**config.mk**
```make
export PLATFORM = sky130hd
export DESIGN_NAME = mire_cell
export DESIGN_NICKNAME = d
export VERILOG_FILES = /design/src/rtl/core/mire_pkg.sv /design/src/rtl/core/mire_cell.sv
export SDC_FILE = /design/constraint.sdc
export NUM_CORES = 1
export LEC_CHECK = 0
export ABC_AREA = 0
export BUFFER_PORTS_ARGS = -buffer_cell sky130_fd_sc_hd__buf_2
export CORE_MARGIN = 3
export CORE_UTILIZATION = 35
export DETAILED_ROUTE_END_ITERATION = 6
export PLACE_DENSITY_LB_ADDON = 0.12
export SKIP_CTS_REPAIR_TIMING = 1
export SLEW_MARGIN = 20
export SYNTH_ARGS = -nofsm -noshare
export SYNTH_HDL_FRONTEND = slang
export SYNTH_SLANG_ARGS = --single-unit
```
**constraint.sdc**
```tcl
create_clock -name clk -period 11.21 [get_ports clk]
set_clock_uncertainty 0.1 [all_clocks]
set_input_delay 1.121 -clock clk [delete_from_list [all_inputs] [get_ports clk]]
set_output_delay 1.121 -clock clk [all_outputs]
set_load 0.01 [all_outputs]
```
**src/rtl/core/mire_pkg.sv**
```systemverilog
// ----------------------------------------------------------------------------
// mire_pkg: shared types and constants of the median interval rate estimator
// Request and result payloads, the cell control group and fixed field widths.
// ----------------------------------------------------------------------------
`default_nettype none

package mire_pkg;

  localparam int unsigned FIELD_WIDTH = 48;
  localparam logic [FIELD_WIDTH-1:0] RATE_RESET = 48'd1000000000;

  typedef struct packed {
    logic [FIELD_WIDTH-1:0] timestamp;
    logic                   finite;
    logic                   last;
  } request_t;

  typedef struct packed {
    logic [FIELD_WIDTH-1:0] frequency;
    logic                   found;
    logic                   overflowed;
  } result_t;

  typedef struct packed {
    logic shift;
    logic clear;
  } cell_ctrl_t;

endpackage

`default_nettype wire

```
**src/rtl/core/mire_cell.sv**
```systemverilog
// ----------------------------------------------------------------------------
// mire_cell: one cell of the sorting chain
// Keeps the smaller of its held and incoming interval and passes the larger
// one to the right; in shift mode it takes the value of its right neighbor.
// ----------------------------------------------------------------------------
`default_nettype none

module mire_cell
  import mire_pkg::*;
#(
  parameter int unsigned TIME_WIDTH = 48
) (
  input  wire logic                  clk,
  input  wire logic                  rst,
  input  wire cell_ctrl_t            ctrl,
  input  wire logic                  in_valid,
  input  wire logic [TIME_WIDTH-1:0] in_data,
  input  wire logic                  nb_valid,
  input  wire logic [TIME_WIDTH-1:0] nb_data,
  output logic                       out_valid,
  output logic [TIME_WIDTH-1:0]      out_data,
  output logic                       held_valid,
  output logic [TIME_WIDTH-1:0]      held_data
);

  always_ff @(posedge clk) begin
    if (rst) begin
      held_valid <= 1'b0;
      out_valid  <= 1'b0;
    end else if (ctrl.clear) begin
      held_valid <= 1'b0;
      out_valid  <= 1'b0;
    end else if (ctrl.shift) begin
      held_valid <= nb_valid;
      held_data  <= nb_data;
      out_valid  <= 1'b0;
    end else if (in_valid) begin
      if (!held_valid) begin
        held_valid <= 1'b1;
        held_data  <= in_data;
        out_valid  <= 1'b0;
      end else if (in_data < held_data) begin
        held_data <= in_data;
        out_data  <= held_data;
        out_valid <= 1'b1;
      end else begin
        out_data  <= in_data;
        out_valid <= 1'b1;
      end
    end else begin
      out_valid <= 1'b0;
    end
  end

endmodule

`default_nettype wire

```
==> out/metrics.cfg, run 1 <==
[clock_tree]
cts_inserted_buffers = 9
path_clk_slew_ps = 60
clk_latency_ps = 340
clkSinkCount = 98
htree_levels = 3
clockRootBuffer = clkbuf_16
clockBufferDepth = 2
cts_tree = built

[setup_path]
cp.arrival_ps = 3780
path_class = in -> reg
r2r-end = held_data[47]
cp_top_family = compound AO/OA/AOI/OAI gates
path_buf_inv = 2
worstPathRequired_ps = 11110
rr_startpoint = held_data[19]
crit_chain = buf_2, ha_1, a21oi_1, a31oi_1, a211oi_2, o221ai_2, nor4_4, o221a_2, buf_4
path_max_fanout = 26
critPathMaxStageDelay_ps = 660
cp-start-kind = input pin
end_kind = flip-flop
critPathSlowestCell = o221a_2
r2r_setup_slack_ps = 7800
reg2regPathDepth = 9

[synth]
synthMuxAreaShare_pct = 20.75
synth-compound-area-share_pct = 4.937
synthCells = 380
ys_types = 36
yosys.area_share.simple_pct = 4.285
synth_area_um2 = 5373
synth_top_family_by_area = multiplexers
yosys_warnings = 0
yosysSeqAreaShare_pct = 54.40
syn_area_per_cell_um2 = 14.14
synth_xor_area_share_pct = 0
synth-adder-area-share_pct = 10.95
synth_nets = 529
ys_ff_latch = 98

[drt]
drt_drc_violations_left = 0
routed_wl_mm = 13.13
ant_nets = 0
first_pass_iters = 4
avgRoutedWirePerCell_um = 16.99
num_vias = 3754
via_per_inst = 4.856
drtIter0Drc = 143

[sta]
fmax_mhz = 257.5
min_period_ps = 3884
final.setup.tns_ps = 0
hold_viol = 0
setup_viol_count_final = 0
hold_ws_ps = 448.1
maxSlewHeadroom_pct = 48.56
timing.final.max_slew_violations = 0
worst_pin_slew_ps = 771.5
fin_crit_sh_pct = 34.64
rsz0062_at_grt = false

[power_and_ir_drop]
p_leak_nw = 3.023
pwr_density_cell_nw_per_um2 = 121.3
vdd_ir_drop_max_mv = 0.05675

[status]
status = complete, no violations

[min_path]
hold_class = reg -> reg
min_path_cells = 1
min_to = held_valid
worstHoldStart = held_valid

[floorplanning]
initial_core_util_pct = 36.41
core-area_um2 = 14750
io_pins = 200
die_x_um = 129.9
fp.dieH_um = 129.9
floorplan.rows = 44
dieArea_um2 = 16870

[finish]
nets = 733
drive_gt1_share_pct = 53.99
antenna_cells = 0
final_cell_mix = 199 x buf_2, 96 x edfxtp_1, 87 x mux2_2
area_delta_synth_final_pct = 27.04
mostFrequentLayoutCell = buf_2

[grt]
grt_pass1_wl_mm = 20.18
grt-ovfl-total = 0
grt_usage_pct = 15.70
antenna_found_initial = 1
grt_pass1_vias = 3818
grt_max_degree = 53

[placed_design]
gp_congestion = 0.7383
portBuffers = 199
dpl.hpwl_mm = 9.682

[job]
maxCapViolations = 0

[final cells by class]
type | count | area [µm²]
fill | 1397 | 7929
sequential | 98 | 2923
multi-input combinational | 223 | 2205
timing repair buffer | 204 | 1033
clock buffer | 11 | 232.7
tap | 184 | 230.2
inverter | 48 | 180.2
clock inverter | 5 | 21.27
[metal layers]
layer	track usage, %	vias to the layer above	share of wire (%)	wire length [µm]
li1	-	1840	-	-
met1	20.70	1769	45	5930
met2	24.57	130	45	5909
met3	4.994	13	8.3	1095
met4	5.318	2	1.4	183
met5	0	-	0.099	13
[cell usage after synthesis]
master    instances  area (µm²)
o31a_1            1       8.760
a21o_1            5       37.54
nor2_1            5       18.77
o311a_1           1       10.01
buf_6             1       11.26
buf_4             3       22.52
ha_1             47       588.1
buf_8             1       15.01
or3_1             1       6.260
nand4_1           9       56.30
buf_1             1       3.750
dfxtp_1           2       40.04
nand2b_1          2       12.51
a31oi_2           1       12.51
o21ai_0           6       30.03
a21boi_0          1       7.510
nor4b_1           2       17.52
a211oi_2          1       12.51
mux2_4            9       135.1
a31oi_1           1       6.260
o221ai_2          1       15.01
o211ai_1          1       7.510
o221a_1           1       11.26
a21oi_1          18       90.09
inv_1            48       180.2
nor2b_1           2       12.51
nand3_1           5       25.02
a41oi_1           1       8.760
nand2_1          11       41.29
mux2_2           87       979.7
nor4_2            1       12.51
edfxtp_1         96        2883
nor4_1            1       6.260
nor4_4            1       21.27
a211oi_1          1       7.510
clkbuf_1          5       18.77
[kinds of logic (layout without fill, tap and decap cells)]
group,Yosys count,after routing
mux,96,96
flops,98,98
fa+ha+maj,47,47
buf+inv,59,268
simple gates,40,40
compound gates,40,40
[report_power, final]
part / switching [mW] / total [mW] / internal (mW)
clock: 0.129 / 0.277 / 0.148
combinational: 0.0612 / 0.128 / 0.0670
sequential: 0.00584 / 0.423 / 0.417
total: 0.196 / 0.828 / 0.632
[worst register-to-register path, stage by stage (launching register included)]
cell      delay (ps)
edfxtp_1         420
inv_1             80
ha_1             250
a21oi_1          160
a31oi_1          110
a211oi_2         290
o221ai_2         170
nor4_4           320
o221a_2          660
buf_4            470
[per-stage QoR]
step / setup slack (ps) / power (mW) / util, % / std cells / cell area (µm²)
final: 7326 / 0.8282 / 46.26 / 773 / 6825
after global routing: 7098 / 0.8714 / 46.26 / 773 / 6825
after CTS: 7307 / 0.8416 / 46.26 / 773 / 6825
after detailed placement: 6944 / 0.5617 / 44.54 / 757 / 6571
after global placement: 6966 / 0.5598 / 44.54 / 757 / 6571
after floorplan: 4105 / 0.5139 / - / 380 / 5373
[how the worst max path moves through the flow]
| stage | from | end | slack [ps] | depth (start not counted) |
|---|---|---|---|---|
| 2_1_floorplan | ctrl[1] | out_data[0] | 4110 | 3 |
| 3_3_place_gp | in_data[33] | held_data[1] | 6970 | 9 |
| 3_5_place_dp | in_data[19] | held_data[41] | 6940 | 9 |
| 4_1_cts | in_data[19] | held_data[37] | 7310 | 9 |
| 5_1_grt | in_data[19] | held_data[34] | 7100 | 9 |
| 6_report | in_data[19] | held_data[47] | 7330 | 9 |
[registers in the layout, indices dropped and copies added, names as in the netlist]
name	cells
out_data	48
out_valid	1
held_data	48
held_valid	1
Note: power is estimated with default switching activity, not from simulation.
==> run 2, diff against run 1 <==
Settings changed: ABC_AREA 0 to 1.
Clock period 11.21 ns to 3.95 ns, I/O delays scaled along.
==> out/metrics.cfg, run 2 <==
[synth]
synth_nets = 778  ; +47%
yosys_warnings = 0  ; unchanged
synth_edf_count = 96  ; unchanged
synth_top_cell_by_area = edfxtp_1
async_reset_ff_share_pct = 0  ; unchanged
syn_area_per_cell_um2 = 8.814  ; -38%
ys_types = 25  ; -31%
synth_area_um2 = 5544  ; +3.2%
yosysSeqAreaShare_pct = 52.72  ; -1.7 points
synth_common_cells = 280 x nand2_1, 96 x edfxtp_1, 65 x inv_1, 51 x nand3_1, 47 x ha_1
synth-main-ff-cell = edfxtp_1
yosysMostFrequentCell = nand2_1
synthCells = 629  ; +66%
synth_top_cell_area_share_pct = 52.00  ; -1.7 points
synthTopCellsByArea = edfxtp_1 52%, nand2_1 19%, ha_1 11%
ys_ff_latch = 98  ; unchanged

[min_path]
min_path_cells = 3  ; +2
worstHoldStart = nb_data[7]
hold_class = in -> reg
min_to = held_data[7]

[drt]
via_per_inst = 4.621  ; -4.9%
drtIter0Drc = 271  ; +90%
avgRoutedWirePerCell_um = 14.97  ; -12%
routed_wl_mm = 15.51  ; +18%
num_vias = 4787  ; +28%
drt_drc_violations_left = 0  ; unchanged
first_pass_iters = 4  ; unchanged
ant_nets = 0  ; unchanged

[setup_path]
critPathMaxStageDelay_ps = 430  ; -230 ps
end_kind = flip-flop
crit_chain = inv_1, ha_1, a21oi_1, o21ai_0, nor2_1, nand2_1, nor2_4, nand2_4, a21oi_4, buf_4
path_max_fanout = 49  ; +88%
cp-start-kind = flip-flop
rr_startpoint = held_data[47]
worstPathRequired_ps = 3840  ; -7270 ps
reg2regPathDepth = 10  ; +1
path_class = reg -> reg
r2r_setup_slack_ps = 900  ; -6900 ps
critPathSlowestCell = edfxtp_1
cp.arrival_ps = 2940  ; -840 ps
r2r-end = held_data[33]

[clock_tree]
clockBufferDepth = 2  ; unchanged
clkSinkCount = 98  ; unchanged
clockRootBuffer = clkbuf_16
path_clk_slew_ps = 70  ; about the same
htree_levels = 3  ; unchanged
cts_tree = built
cts_inserted_buffers = 9  ; unchanged
clk_latency_ps = 350  ; about the same

[sta]
final.setup.tns_ps = 0  ; unchanged
min_period_ps = 3050
worst_slack_ps = 900.3  ; -6426 ps
worst_pin_slew_ps = 750.6  ; -20.95 ps
maxSlewHeadroom_pct = 49.96  ; +1.4 points
timing.final.max_slew_violations = 0  ; unchanged
hold_viol = 0  ; unchanged
setup_viol_count_final = 0  ; unchanged
fin_crit_sh_pct = 77.21
fmax_mhz = 327.9
rsz0062_at_grt = false

[grt]
grt_max_degree = 51  ; -3.8%
grt_usage_pct = 17.86  ; +2.2 points
antenna_found_initial = 1  ; unchanged
grt-ovfl-total = 0  ; unchanged
grt_pass1_vias = 4737  ; +24%
grt_pass1_wl_mm = 24.75  ; +23%

[finish]
fillers = 1557  ; +11%
nets = 969  ; +32%
reg_top3 = held_data (48), out_data (48)
final_cell_mix = 280 x nand2_1, 199 x buf_2, 96 x edfxtp_1
mostFrequentLayoutCell = nand2_1
antenna_cells = 0  ; unchanged
instances_no_fill = 1036  ; +34%
drive_gt1_share_pct = 27.88  ; -26 points
area_delta_synth_final_pct = 26.40

[placed_design]
portBuffers = 199  ; unchanged
dpl.cell_count = 1020  ; +35%
dpl.hpwl_mm = 10.69  ; +10%
post-place-ws_ps = 817.6  ; -6126 ps
gp_congestion = 0.7882  ; +6.8%

[floorplanning]
core-area_um2 = 15370  ; +4.2%
floorplan.rows = 45  ; +2.3%
initial_core_util_pct = 36.07  ; -0.35 points
dieArea_um2 = 17390  ; +3.0%
fp.dieH_um = 131.9  ; +1.5%
die_x_um = 131.9  ; +1.5%
io_pins = 200  ; unchanged

[job]
maxCapViolations = 0  ; unchanged

[status]
status = complete, no violations

[power_and_ir_drop]
p_leak_nw = 3.608  ; +19%
pwr_density_cell_nw_per_um2 = 346.5  ; +190%
vdd_ir_drop_max_mv = 0.1948  ; +240%

## run 2: where the power goes
| part | switching [mW] | total (mW) | internal (mW) |
|---|---|---|---|
| sequential | 0.0191 | 1.21 | 1.19 |
| clock | 0.375 | 0.833 | 0.458 |
| combinational | 0.238 | 0.387 | 0.150 |
| total | 0.632 | 2.43 | 1.80 |
## run 2: how the worst max path moves through the flow
stage | startpoint | end | slack, ps | cells after the start
2_1_floorplan | held_data[27] | held_data[0] | 430 | 11
3_3_place_gp | in_data[41] | held_data[18] | 880 | 12
3_5_place_dp | in_data[47] | held_data[18] | 820 | 10
4_1_cts | held_data[47] | held_data[32] | 910 | 10
5_1_grt | held_data[41] | held_data[33] | 700 | 12
6_report | held_data[47] | held_data[33] | 900 | 10
## run 2: through the flow
stage | hold WS (ps) | instance area (µm²) | utilization, % | total power [mW]
final | 216.4 | 7008 | 45.59 | 2.429
after global routing | 207.7 | 7008 | 45.59 | 2.558
after CTS | 198.6 | 7008 | 45.59 | 2.468
after detailed placement | 491.6 | 6734 | 43.81 | 1.622
after global placement | 488.5 | 6734 | 43.81 | 1.614
after floorplan | 473.6 | 5553 | - | 1.471
## run 2: kinds of logic (layout without fill, tap and decap cells)
family | Yosys count | count (layout) | share of synthesized area (%)
AOI/OAI and AO/OA | 35 | 35 | 3.385
adders and majority gates | 47 | 47 | 10.61
buffers and inverters | 92 | 288 | 7.086
DFF | 98 | 98 | 52.72
and+or+nand+nor | 357 | 357 | 26.20
## run 2: layer usage
metal  track usage [%]  routed length [µm]
met5                 0                   8
met3             4.160                1008
met1             23.11                6814
met2             29.43                7419
met4             6.418                 258
## run 2: critical path, delay by kind of cell, from the launching register on
| family | cells | cell delay, ps |
|---|---|---|
| compound gates | 3 | 500 |
| fa+ha+maj | 1 | 240 |
| buf+inv | 2 | 490 |
| flops | 1 | 430 |
| simple gates | 4 | 880 |
## run 2: final cells by class
type | instances | area, µm² | area share [%]
clock inverters | 3 | 13.76 | 0.1964
inverters | 66 | 247.7 | 3.535
clock buffers | 13 | 260.3 | 3.714
repair buffers | 206 | 1049 | 14.96
multi-input cells | 439 | 2251 | 32.12
flip-flops and latches | 98 | 2923 | 41.71
well taps | 211 | 264.0 | 3.767
