[src/rtl/core/mire_pkg.sv]
// ----------------------------------------------------------------------------
// mire_pkg: shared types and constants of the median interval rate estimator
// Request and result payloads, the cell control group and fixed field widths.
// ----------------------------------------------------------------------------
`default_nettype none

package mire_pkg;

  localparam int unsigned FIELD_WIDTH = 48;
  localparam logic [FIELD_WIDTH-1:0] RATE_RESET = 48'd1000000000;

  typedef struct packed {
    logic [FIELD_WIDTH-1:0] timestamp;
    logic                   finite;
    logic                   last;
  } request_t;

  typedef struct packed {
    logic [FIELD_WIDTH-1:0] frequency;
    logic                   found;
    logic                   overflowed;
  } result_t;

  typedef struct packed {
    logic shift;
    logic clear;
  } cell_ctrl_t;

endpackage

`default_nettype wire

[src/rtl/core/mire_divider.sv]
// ----------------------------------------------------------------------------
// mire_divider: restoring divider, one quotient bit per cycle
// Divides the 48-bit rate numerator by the median interval.
// ----------------------------------------------------------------------------
`default_nettype none

module mire_divider
  import mire_pkg::*;
#(
  parameter int unsigned TIME_WIDTH = 48
) (
  input  wire logic                   clk,
  input  wire logic                   rst,
  input  wire logic                   go,
  input  wire logic [FIELD_WIDTH-1:0] dividend,
  input  wire logic [TIME_WIDTH-1:0]  divisor,
  output logic                        done,
  output logic [FIELD_WIDTH-1:0]      quotient
);

  localparam int unsigned SW = $clog2(FIELD_WIDTH + 1);

  logic [SW-1:0]         steps;
  logic                  running;
  logic [TIME_WIDTH-1:0] rem;
  logic [TIME_WIDTH:0]   rem_sh;
  logic [TIME_WIDTH:0]   rem_sub;
  logic                  fits;

  assign rem_sh  = {rem, quotient[FIELD_WIDTH-1]};
  assign rem_sub = rem_sh - {1'b0, divisor};
  assign fits    = rem_sh >= {1'b0, divisor};

  always_ff @(posedge clk) begin
    if (rst) begin
      running <= 1'b0;
      done    <= 1'b0;
      steps   <= '0;
    end else begin
      done <= 1'b0;
      if (go) begin
        running  <= 1'b1;
        steps    <= SW'(FIELD_WIDTH);
        rem      <= '0;
        quotient <= dividend;
      end else if (running) begin
        if (fits) begin
          rem      <= rem_sub[TIME_WIDTH-1:0];
          quotient <= {quotient[FIELD_WIDTH-2:0], 1'b1};
        end else begin
          rem      <= rem_sh[TIME_WIDTH-1:0];
          quotient <= {quotient[FIELD_WIDTH-2:0], 1'b0};
        end
        steps <= steps - SW'(1);
        if (steps == SW'(1)) begin
          running <= 1'b0;
          done    <= 1'b1;
        end
      end
    end
  end

endmodule

`default_nettype wire

[config.mk]
export PLATFORM = sky130hd
export DESIGN_NAME = mire_divider
export DESIGN_NICKNAME = d
export VERILOG_FILES = /design/src/rtl/core/mire_pkg.sv /design/src/rtl/core/mire_divider.sv
export SDC_FILE = /design/constraint.sdc
export NUM_CORES = 1
export LEC_CHECK = 0
export BUFFER_PORTS_ARGS = -buffer_cell sky130_fd_sc_hd__buf_2
export CAP_MARGIN = 10
export CORE_ASPECT_RATIO = 0.8
export CORE_MARGIN = 4
export CORE_UTILIZATION = 35
export CTS_BUF_LIST = sky130_fd_sc_hd__clkbuf_8
export DETAILED_ROUTE_END_ITERATION = 10
export PLACE_DENSITY = 0.63
export SLEW_MARGIN = 10
export SYNTH_ARGS = -nofsm -noshare
export SYNTH_HDL_FRONTEND = slang
export SYNTH_SLANG_ARGS = --single-unit
export TNS_END_PERCENT = 50
[constraint.sdc]
create_clock -name clk -period 7.45 [get_ports clk]
set_input_delay 0.3725 -clock clk [delete_from_list [all_inputs] [get_ports clk]]
set_output_delay 0.3725 -clock clk [all_outputs]
set_load 0.005 [all_outputs]
==> qor.tcl, run 1 <==
set qor(critical_path_peak_fanout) 3
set qor(placementRows) 47
set qor(slew_violations) 0
set qor(netlist-cell-type-count) 70
set qor(syn-instance-count) 754
set qor(cp-start-kind) {register}
set qor(ys_async_sr_fraction) 0
set qor(worst-setup-path-type) {reg -> reg}
set qor(syn_avg_cell_area_um2) 9.94
set qor(edff_count_synth) 96
set qor(clock_latency_of_the_later_clocked_register_in_the_worst_skew_pair_ns) 0.40
set qor(fin_setup_tns_ns) 0
set qor(min_tclk_post_route_ns) 3.75
set qor(final.setup_skew_ns) 0.0155
set qor(tritoncts_num_sinks) 104
set qor(area_of_the_die_um2) 23800
set qor(area_leader_netlist) {sky130_fd_sc_hd__edfxtp_1}
set qor(max_cap_violations) 0
set qor(ctsLongestPathBuffers) 2
set qor(register_area_um2) 3040
set qor(tightest_pin_transition_ns) 0.973
set qor(pre_cts_ws_ns) 3.69
set qor(synthTopCellsByArea) {sky130_fd_sc_hd__edfxtp_1 (38%), sky130_fd_sc_hd__ha_1 (8.3%), sky130_fd_sc_hd__mux2_2 (7.1%)}
set qor(wl_per_cell_um) 17.1
set qor(min_delay_path_depth) 2
set qor(utilization) 0.415
set qor(placeableCoreArea_um2) 20900
set qor(fin_total_pwr_uw) 1710
set qor(ctsResizeCount) 0
set qor(crit_path_max_incr_delay_ns) 0.76
set qor(port_buffers) 147
set qor(synth-seq-area-share) 0.406
set qor(top_level_ports) 148
set qor(grt_pass1_vias) 5957
set qor(overflow) 0
set qor(via_count_of_the_routed_design) 6164
set qor(detail_route.drc_violations) 0
set qor(post_route_antenna_net_violation_count) 0
set qor(achievable-frequency_mhz) 267
set qor(hold_violations) 0
set qor(status) {finished clean}
set qor(n_antenna_cell) 0
set qor(cts_inserted_buffers) 9
set qor(ys_seq_elements) 104
set qor(cts_tree) {yes}
set qor(timing.final.crit_share) 0.503
set qor(critPathSlowestCell) {sky130_fd_sc_hd__a2111oi_0}
set qor(chipWidth_um) 172
set qor(cts-hold-fix-buffers) 0
set qor(start_util) 0.359
set qor(drive_gt1_frac) 0.254
set qor(placed_cells_incl_taps) 1140
set qor(powerDensity_nw_per_um2) 197
set qor(syn-num-nets) 904
set qor(post-cts-setup-buffers) 0
set qor(iteration_count_of_the_initial_detailed_routing_pass) 5
set qor(area_of_the_multi_input_gates_um2) 4080
set qor(cp-end-kind) {register}
set qor(cts.root.buffer_cell) {sky130_fd_sc_hd__clkbuf_8}
set qor(avgViaCountPerCell) 5.33
set qor(nets) 1032
set qor(synthesis.yosys.warnings) 0
set qor(worst_setup_hold_path_clk_slew_ns) 0.14
set qor(final.setup.worst_slack_ns) 3.70
set qor(grt_use_total) 0.163
set qor(p_leak_uw) 0.00383
set qor(setup_repair_after_global_routing_missed_its_margin) {no}
set qor(die_h_um) 139
set qor(hpwl_mm) 14.8
set qor(ys.flop_type) {sky130_fd_sc_hd__edfxtp_1}
set qor(hp-class) {in -> reg}
set qor(setup-violations-final) 0
set qor(final.fill_count) 2134
set qor(instances_no_fill) 1156
set qor(worst-endpoint-required_ns) 7.61
set qor(cp_data_arrival_time_ns) 3.91
set qor(slew_headroom) 0.351
set qor(dr.first_iter.drc_count) 472
set qor(h-tree-depth) 3
set qor(r2r.worst_path.cells) 12
set qor(antenna_violations_before_repair) 1
set qor(grt_start_max_net_pins) 73
set qor(synthesis.area_um2) 7500
set qor(place_congestion) 0.956
set qor(power.ir.vdd_worst_v) 0.000103
set qor(area_delta_synth_final_pct) 15.6
set qor(worstPathCellList) {inv_1 > ha_1 > fa_1 > and2b_1 > o2111ai_1 > a21o_1 > a2111oi_0 > o21ai_0 > o211ai_1 > a31oi_1 > xnor2_1 > a22o_1}
set qor(grt_first_pass_wirelength_mm) 31.3
set qor(netlist.area_leader.share) 0.385
set qor(drt_wl_total_mm) 19.7
cells by family (layout without fill, tap and decap cells):
family / count (synthesis) / after routing / synth area share
xor+xnor: 46 / 46 / 0.0537
mux: 68 / 68 / 0.0986
buf+inv: 92 / 225 / 0.0507
fa+ha+maj: 51 / 51 / 0.0861
compound gates: 189 / 189 / 0.171
simple gates: 204 / 204 / 0.134
flops: 104 / 104 / 0.406
power breakdown:
part	leakage [uW]	switching (uW)	internal, uW
registers	0.000993	28.8	707
clock network	0.000111	253	143
logic	0.00273	327	252
state kept, by name, indices dropped and copies added (netlist names):
register / flops
done: 1
quotient: 48
steps: 6
rem: 48
running: 1
layout by cell type, fill, tap and decap left out, types with 25 or more instances in the layout:
master                       n
sky130_fd_sc_hd__edfxtp_1   96
sky130_fd_sc_hd__buf_2     146
sky130_fd_sc_hd__a21o_1     29
sky130_fd_sc_hd__nand2_1    49
sky130_fd_sc_hd__o21ai_0    25
sky130_fd_sc_hd__ha_1       50
sky130_fd_sc_hd__nor2_1     60
sky130_fd_sc_hd__a21oi_1    52
sky130_fd_sc_hd__mux2_2     47
sky130_fd_sc_hd__xnor2_1    30
sky130_fd_sc_hd__inv_1      59
final cells by class:
class / instances / share of cell area
sequential: 104 / 0.351
tap: 269 / 0.0388
clock inverter: 7 / 0.0117
timing repair buffer: 150 / 0.0878
inverter: 59 / 0.0255
multi-input combinational: 558 / 0.471
clock buffer: 9 / 0.0143
layer usage:
| layer | global-route usage | vias to the layer above | share of wire |
|---|---|---|---|
| li1 | - | 3029 | - |
| met3 | 0.0379 | 18 | 0.064 |
| met2 | 0.234 | 197 | 0.43 |
| met1 | 0.250 | 2918 | 0.50 |
| met5 | 0 | - | 0.00035 |
| met4 | 0.0329 | 2 | 0.0099 |
final timing paths:
kind                      from      endpoint  slack [ns]
setup / recovery  quotient[47]       rem[34]        3.70
hold / removal    dividend[44]  quotient[44]        0.26
setup reg to reg  quotient[47]       rem[34]        3.70
hold reg to reg       steps[1]      steps[1]        0.51
synthesized netlist by cell type (4+ instances only):
library cell	instances
sky130_fd_sc_hd__clkbuf_1	18
sky130_fd_sc_hd__ha_1	50
sky130_fd_sc_hd__nand2b_1	7
sky130_fd_sc_hd__nand2_1	49
sky130_fd_sc_hd__buf_1	4
sky130_fd_sc_hd__a22o_1	8
sky130_fd_sc_hd__nand4_1	10
sky130_fd_sc_hd__nand3_1	21
sky130_fd_sc_hd__mux2i_1	21
sky130_fd_sc_hd__dfxtp_1	8
sky130_fd_sc_hd__inv_1	59
sky130_fd_sc_hd__o21bai_1	5
sky130_fd_sc_hd__nor2_1	61
sky130_fd_sc_hd__and3_1	11
sky130_fd_sc_hd__edfxtp_1	96
sky130_fd_sc_hd__mux2_2	47
sky130_fd_sc_hd__xor2_1	16
sky130_fd_sc_hd__and2_1	4
sky130_fd_sc_hd__a21o_1	29
sky130_fd_sc_hd__xnor2_1	30
sky130_fd_sc_hd__o21a_1	11
sky130_fd_sc_hd__a211oi_1	9
sky130_fd_sc_hd__or3_1	5
sky130_fd_sc_hd__and4_1	4
sky130_fd_sc_hd__o21ai_0	25
sky130_fd_sc_hd__a21oi_1	52
sky130_fd_sc_hd__nor3_1	9
sky130_fd_sc_hd__buf_4	6
sky130_fd_sc_hd__nor2b_1	6
sky130_fd_sc_hd__a31oi_1	11
per-stage QoR:
| step | hold slack [ns] | area (um2) |
|---|---|---|
| after floorplan | 0.469 | 7500 |
| after global placement | 0.489 | 8440 |
| after detailed placement | 0.500 | 8440 |
| after CTS | 0.230 | 8670 |
| after global routing | 0.232 | 8670 |
| final | 0.256 | 8670 |
worst max-delay path, delay by kind of cell (launching register included):
family                     cells  cell delay [ns]
buffers and inverters          1             0.06
AOI/OAI and AO/OA              7             2.06
and+or+nand+nor                1             0.23
xor gates and xnor gates       1             0.14
DFF                            1             0.41
adders and majority gates      2             0.61
No activity file was read; power rests on OpenSTA's default activity.
==> run 2: changes to the inputs <==
--- a/config.mk
+++ b/config.mk
@@ -12,7 +12,7 @@
 export CORE_UTILIZATION = 35
 export CTS_BUF_LIST = sky130_fd_sc_hd__clkbuf_8
 export DETAILED_ROUTE_END_ITERATION = 10
-export PLACE_DENSITY = 0.63
+export PLACE_DENSITY = 0.65
 export SLEW_MARGIN = 10
 export SYNTH_ARGS = -nofsm -noshare
 export SYNTH_HDL_FRONTEND = slang
==> constraint.sdc (replaced) <==
create_clock -name clk -period 3.1 [get_ports clk]
set_input_delay 0.155 -clock clk [delete_from_list [all_inputs] [get_ports clk]]
set_output_delay 0.155 -clock clk [all_outputs]
set_load 0.005 [all_outputs]
==> run 2 against run 1 <==
  * The run now ends with negative setup slack left
  * Final cell count increased by 6.2%
  * Sequential share of layout area decreased by 3.5 points
  * Die area unchanged
  * Non-clock buffer count increased by 72
  * Largest power group unchanged
  * Routed wire length increased by 6.6%
==> qor.tcl, run 2 (same netlist as run 1, synthesis figures left out) <==
set qor(cts.root.buffer_cell) {sky130_fd_sc_hd__clkbuf_8}
set qor(cell_internal_pwr_uw) 2920
set qor(post_route_antenna_net_violation_count) 0
set qor(dr.first_iter.drc_count) 416
set qor(achievable-frequency_mhz) 319
set qor(setup_repair_after_global_routing_missed_its_margin) {yes}
set qor(drt_wl_total_mm) 21.0
set qor(final_common_cell) {sky130_fd_sc_hd__buf_2}
set qor(placeableCoreArea_um2) 20900
set qor(avgViaCountPerCell) 5.26
set qor(register_area_um2) 3040
set qor(ff2ff_setup_slack_ns) -0.04
set qor(worstReg2RegEnd) {rem[47]}
set qor(top_level_ports) 148
set qor(cp_data_arrival_time_ns) 3.30
set qor(whs_endpoint) {steps[5]}
set qor(overflow) 0
set qor(slew_violations) 0
set qor(busiest_layer) {met2}
set qor(violations) {negative setup slack}
set qor(cp-end-kind) {register}
set qor(gr-usage-met2) 0.254
set qor(p_leak_uw) 0.00424
set qor(nets) 1104
set qor(rr_startpoint) {rem[0]}
set qor(detail_route.drc_violations) 0
set qor(fin_setup_tns_ns) -0.0366
set qor(placementRows) 47
set qor(tritoncts_num_sinks) 104
set qor(grt_pass1_vias) 6389
set qor(worst-endpoint-required_ns) 3.26
set qor(power.switching_uw) 1560
set qor(min-delay-start) {rst}
set qor(die_h_um) 139
set qor(cts_tree) {yes}
set qor(clock_latency_of_the_later_clocked_register_in_the_worst_skew_pair_ns) 0.40
set qor(r2r.worst_path.cells) 10
set qor(comb_power_share) 0.381
set qor(clk_network_pwr_share) 0.223
set qor(reg.largest.list) {quotient (48), rem (48), steps (6)}
set qor(cts_inserted_buffers) 9
set qor(area_of_the_multi_input_gates_um2) 4440
set qor(max_cap_violations) 0
set qor(use_met3) 0.0433
set qor(fin_total_pwr_uw) 4480
set qor(critical_path_peak_fanout) 6
set qor(antenna_violations_before_repair) 1
set qor(cp-start-kind) {register}
set qor(h-tree-depth) 3
set qor(status) {complete, but fails checks}
set qor(slew_headroom) 0.512
set qor(final_cell_mix) {sky130_fd_sc_hd__buf_2 (146), sky130_fd_sc_hd__edfxtp_1 (96), sky130_fd_sc_hd__buf_4 (69)}
set qor(tightest_pin_transition_ns) 0.732
set qor(ctsLongestPathBuffers) 2
set qor(wl_per_cell_um) 17.1
set qor(final.fill_count) 2000
set qor(iteration_count_of_the_initial_detailed_routing_pass) 5
set qor(drive_gt1_frac) 0.358
set qor(switching_fraction_of_total_power) 0.348
set qor(grt_start_max_net_pins) 50
set qor(hold_violations) 0
set qor(min_delay_path_depth) 2
set qor(timing.final.crit_share) 1.01
set qor(grt_use_total) 0.169
set qor(hpwl_mm) 15.2
set qor(worst_setup_hold_path_clk_slew_ns) 0.12
set qor(grt_first_pass_wirelength_mm) 32.9
set qor(chipWidth_um) 172
set qor(area_delta_synth_final_pct) 28.5
set qor(final.setup_skew_ns) 0.0126
set qor(via_count_of_the_routed_design) 6460
set qor(power.share.sequential) 0.396
set qor(powerDensity_nw_per_um2) 465
set qor(utilization) 0.461
set qor(start_util) 0.359
set qor(power.ir.vdd_worst_v) 0.000284
set qor(place_congestion) 0.928
set qor(globalRouteMet1Util) 0.248
set qor(n_antenna_cell) 0
set qor(cts-hold-fix-buffers) 0
set qor(final.setup.worst_slack_ns) -0.0366
set qor(port_buffers) 147
set qor(worst-setup-path-type) {reg -> reg}
set qor(area_of_the_die_um2) 23800
set qor(hp-class) {in -> reg}
set qor(min_tclk_post_route_ns) 3.14
set qor(setup-violations-final) 1
## run 2: power by group through the flow
stage / Combinational [uW] / Sequential, uW / Clock (uW)
after floorplan: 1040 / 1780 / 0
after global placement: 1500 / 1790 / 0
after detailed placement: 1520 / 1800 / 0
after CTS: 1550 / 1770 / 1040
after global routing: 1890 / 1790 / 1080
final: 1710 / 1770 / 1000
## run 2: critical path, cell delays in order (launching register included)
cell and delay, ns:
sky130_fd_sc_hd__edfxtp_1 0.47, sky130_fd_sc_hd__ha_4 0.27, sky130_fd_sc_hd__nor2b_4 0.12, sky130_fd_sc_hd__o31a_1 0.35
sky130_fd_sc_hd__o311a_4 0.42, sky130_fd_sc_hd__o2111ai_4 0.22, sky130_fd_sc_hd__a21o_1 0.16, sky130_fd_sc_hd__a211o_1 0.20
sky130_fd_sc_hd__nand2_4 0.12, sky130_fd_sc_hd__and4_4 0.18, sky130_fd_sc_hd__a2111o_1 0.37
## run 2: how the worst max path moves through the flow
stage | startpoint | end | cells past startpoint
after global routing | quotient[47] | rem[34] | 12
after floorplan | quotient[47] | rem[40] | 12
after global placement | quotient[47] | rem[34] | 13
after CTS | quotient[47] | rem[34] | 13
after detailed placement | quotient[47] | rem[34] | 13
final | rem[0] | rem[47] | 10
## run 2: area by class of cell
type                    instances  share of cell area
inverters                      59              0.0230
flip-flops and latches        104               0.316
clock inverters                 7              0.0114
multi-input cells             558               0.461
clock buffers                   9              0.0129
repair buffers                222               0.141
well taps                     269              0.0349
## run 2: routing by layer
layer / wire length, um / share of wire / vias to the layer above
met5: 7 / 0.00033 / -
met4: 233 / 0.011 / 2
met3: 1590 / 0.076 / 20
met2: 9170 / 0.44 / 205
met1: 10000 / 0.48 / 3057
li1: - / - / 3176
## run 2: stage by stage
stage | hold WS, ns | setup WS, ns | std cells | cell area, um2
2_1_floorplan | 0.376 | 0.131 | 754 | 7500
4_1_cts | 0.00910 | 0.00190 | 1220 | 9230
3_5_place_dp | 0.460 | -0.299 | 1202 | 8920
6_report | 0.0404 | -0.0366 | 1228 | 9630
3_3_place_gp | 0.457 | -0.132 | 1202 | 8920
5_1_grt | 0.0170 | -0.165 | 1228 | 9630
## run 2: timing repair
| action | 4_1_cts | 5_1_grt |
|---|---|---|
| resized for setup | 15 | 58 |
| buffers inserted | 2 | 8 |
| endpoints found under the setup margin | 27 | 45 |
| pin swaps | 2 | 24 |
| cloned | 0 | 2 |
==> run 3: changes to the inputs <==
--- a/config.mk
+++ b/config.mk
@@ -12,6 +12,7 @@
 export CORE_UTILIZATION = 35
 export CTS_BUF_LIST = sky130_fd_sc_hd__clkbuf_8
 export DETAILED_ROUTE_END_ITERATION = 10
+export MAX_ROUTING_LAYER = met4
 export PLACE_DENSITY = 0.65
 export SLEW_MARGIN = 10
 export SYNTH_ARGS = -nofsm -noshare
==> run 3 against run 2 <==
  * The flow still finishes with violations (negative setup slack)
  * Flip-flop and latch count unchanged
  * Final cell count about the same
  * Power about the same
  * Global-route usage increased by 0.49 points
  * Sequential power about the same
  * Register-to-register slack about the same
  * Die area unchanged
  * Hold slack got worse by 0.00065 ns
  * Core utilization about the same
  * Via count decreased by 0.15%
  * First-iteration DRC count increased by 8.7%
  * Critical path depth unchanged
  * Largest power group unchanged
  * Highest routed layer is now met4
==> qor.tcl, run 3 (same netlist as run 1, synthesis figures left out) <==
set qor(status) {complete, but fails checks}
set qor(violations) {negative setup slack}
set qor(tightest_pin_transition_ns) 0.737
set qor(wl_per_cell_um) 17.1
set qor(max_cap_violations) 0
set qor(fin_total_pwr_uw) 4480
set qor(worst-endpoint-required_ns) 3.26
set qor(fin_setup_tns_ns) -0.0386
set qor(cts.root.buffer_cell) {sky130_fd_sc_hd__clkbuf_8}
set qor(chipWidth_um) 172
set qor(final.setup_skew_ns) 0.0127
set qor(powerDensity_nw_per_um2) 465
set qor(min_tclk_post_route_ns) 3.14
set qor(placedInstanceArea_um2) 8920
set qor(iteration_count_of_the_initial_detailed_routing_pass) 5
set qor(detail_route.drc_violations) 0
set qor(tritoncts_num_sinks) 104
set qor(cp_data_arrival_time_ns) 3.30
set qor(post_route_antenna_net_violation_count) 0
set qor(grt_pass1_vias) 6398
set qor(setup-violations-final) 1
set qor(setup_repair_after_global_routing_missed_its_margin) {yes}
set qor(placed_cells_incl_taps) 1202
set qor(via_count_of_the_routed_design) 6450
set qor(drt_wl_total_mm) 21.0
set qor(reg.largest.list) {quotient (48), rem (48), steps (6)}
set qor(placementRows) 47
set qor(cts-hold-fix-buffers) 0
set qor(power.ir.vdd_worst_v) 0.000282
set qor(instances_no_fill) 1229
set qor(worst_setup_hold_path_clk_slew_ns) 0.12
set qor(slew_violations) 0
set qor(p_leak_uw) 0.00424
set qor(min_delay_path_depth) 2
set qor(area_delta_synth_final_pct) 28.5
set qor(clock_latency_of_the_later_clocked_register_in_the_worst_skew_pair_ns) 0.40
set qor(final_common_cell) {sky130_fd_sc_hd__buf_2}
set qor(nets) 1104
set qor(avgViaCountPerCell) 5.25
set qor(slew_headroom) 0.509
set qor(grt_start_max_net_pins) 50
set qor(hpwl_mm) 15.2
set qor(antenna_violations_before_repair) 1
set qor(start_util) 0.359
set qor(r2r.worst_path.cells) 10
set qor(area_of_the_die_um2) 23800
set qor(dr.first_iter.drc_count) 452
set qor(grt_first_pass_wirelength_mm) 32.9
set qor(grt_use_total) 0.174
set qor(achievable-frequency_mhz) 319
set qor(worst-setup-path-type) {reg -> reg}
set qor(drive_gt1_frac) 0.358
set qor(placeableCoreArea_um2) 20900
set qor(cp-start-kind) {register}
set qor(pre_cts_ws_ns) -0.299
set qor(finish.instance_area_um2) 9640
set qor(overflow) 0
set qor(h-tree-depth) 3
set qor(cts_inserted_buffers) 9
set qor(cts_tree) {yes}
set qor(port_buffers) 147
set qor(hold_violations) 0
set qor(timing.final.crit_share) 1.01
set qor(ctsLongestPathBuffers) 2
set qor(critical_path_peak_fanout) 6
set qor(cp-end-kind) {register}
set qor(top_level_ports) 148
set qor(place_congestion) 0.945
set qor(die_h_um) 139
set qor(final_cell_mix) {sky130_fd_sc_hd__buf_2 (146), sky130_fd_sc_hd__edfxtp_1 (96), sky130_fd_sc_hd__buf_4 (69)}
set qor(hp-class) {in -> reg}
set qor(final.setup.worst_slack_ns) -0.0386
[run 3: cell count changes in the layout (fill, tap and decap cells not counted)]
cell and change:
sky130_fd_sc_hd__diode_2 +1
[run 3: routing by layer]
metal  global-route usage  vias up  routed length (um)
met5                    -        -                   0
met1                0.251     3046               10200
li1                     -     3184                   -
met3               0.0385       20                1400
met2                0.254      200                9170
met4               0.0292        0                 237
[run 3: critical path, stage by stage (launching register included)]
cell and delay (ns):
sky130_fd_sc_hd__edfxtp_1 0.47, sky130_fd_sc_hd__ha_4 0.27, sky130_fd_sc_hd__nor2b_4 0.12, sky130_fd_sc_hd__o31a_1 0.35
sky130_fd_sc_hd__o311a_4 0.42, sky130_fd_sc_hd__o2111ai_4 0.23, sky130_fd_sc_hd__a21o_1 0.16, sky130_fd_sc_hd__a211o_1 0.20
sky130_fd_sc_hd__nand2_4 0.12, sky130_fd_sc_hd__and4_4 0.18, sky130_fd_sc_hd__a2111o_1 0.37
[run 3: final cells by class]
class	count	area, um2
Fill cell	1999	11200
Multi-Input combinational cell	558	4440
Timing Repair Buffer	222	1360
Inverter	59	221
Antenna cell	1	2.50
Sequential cell	104	3040
Clock inverter	7	110
Clock buffer	9	124
Tap cell	269	337
[run 3: through the flow]
| step | hold slack [ns] | utilization |
|---|---|---|
| finish | 0.0397 | 0.462 |
| CTS | 0.00910 | 0.442 |
| global placement | 0.457 | 0.427 |
| floorplan | 0.376 | - |
| detailed placement | 0.460 | 0.427 |
| global route | 0.0170 | 0.462 |
[run 3: worst paths after layout]
path | to | from | slack, ns
setup / recovery | rem[47] | rem[0] | -0.04
hold / removal | steps[5] | rst | 0.04
setup reg to reg | rem[47] | rem[0] | -0.04
hold reg to reg | steps[1] | steps[1] | 0.52
[run 3: timing repair]
item                       CTS  global route
setup endpoints to repair   27            45
gates cloned                 0             2
pin swaps                    2            24
setup buffers                2             8
resized for setup           15            58
[run 3: power by group]
part | internal, uW | switching (uW) | leakage (uW)
clock network | 408 | 590 | 0.000116
registers | 1700 | 73.6 | 0.000993
logic | 813 | 896 | 0.00313
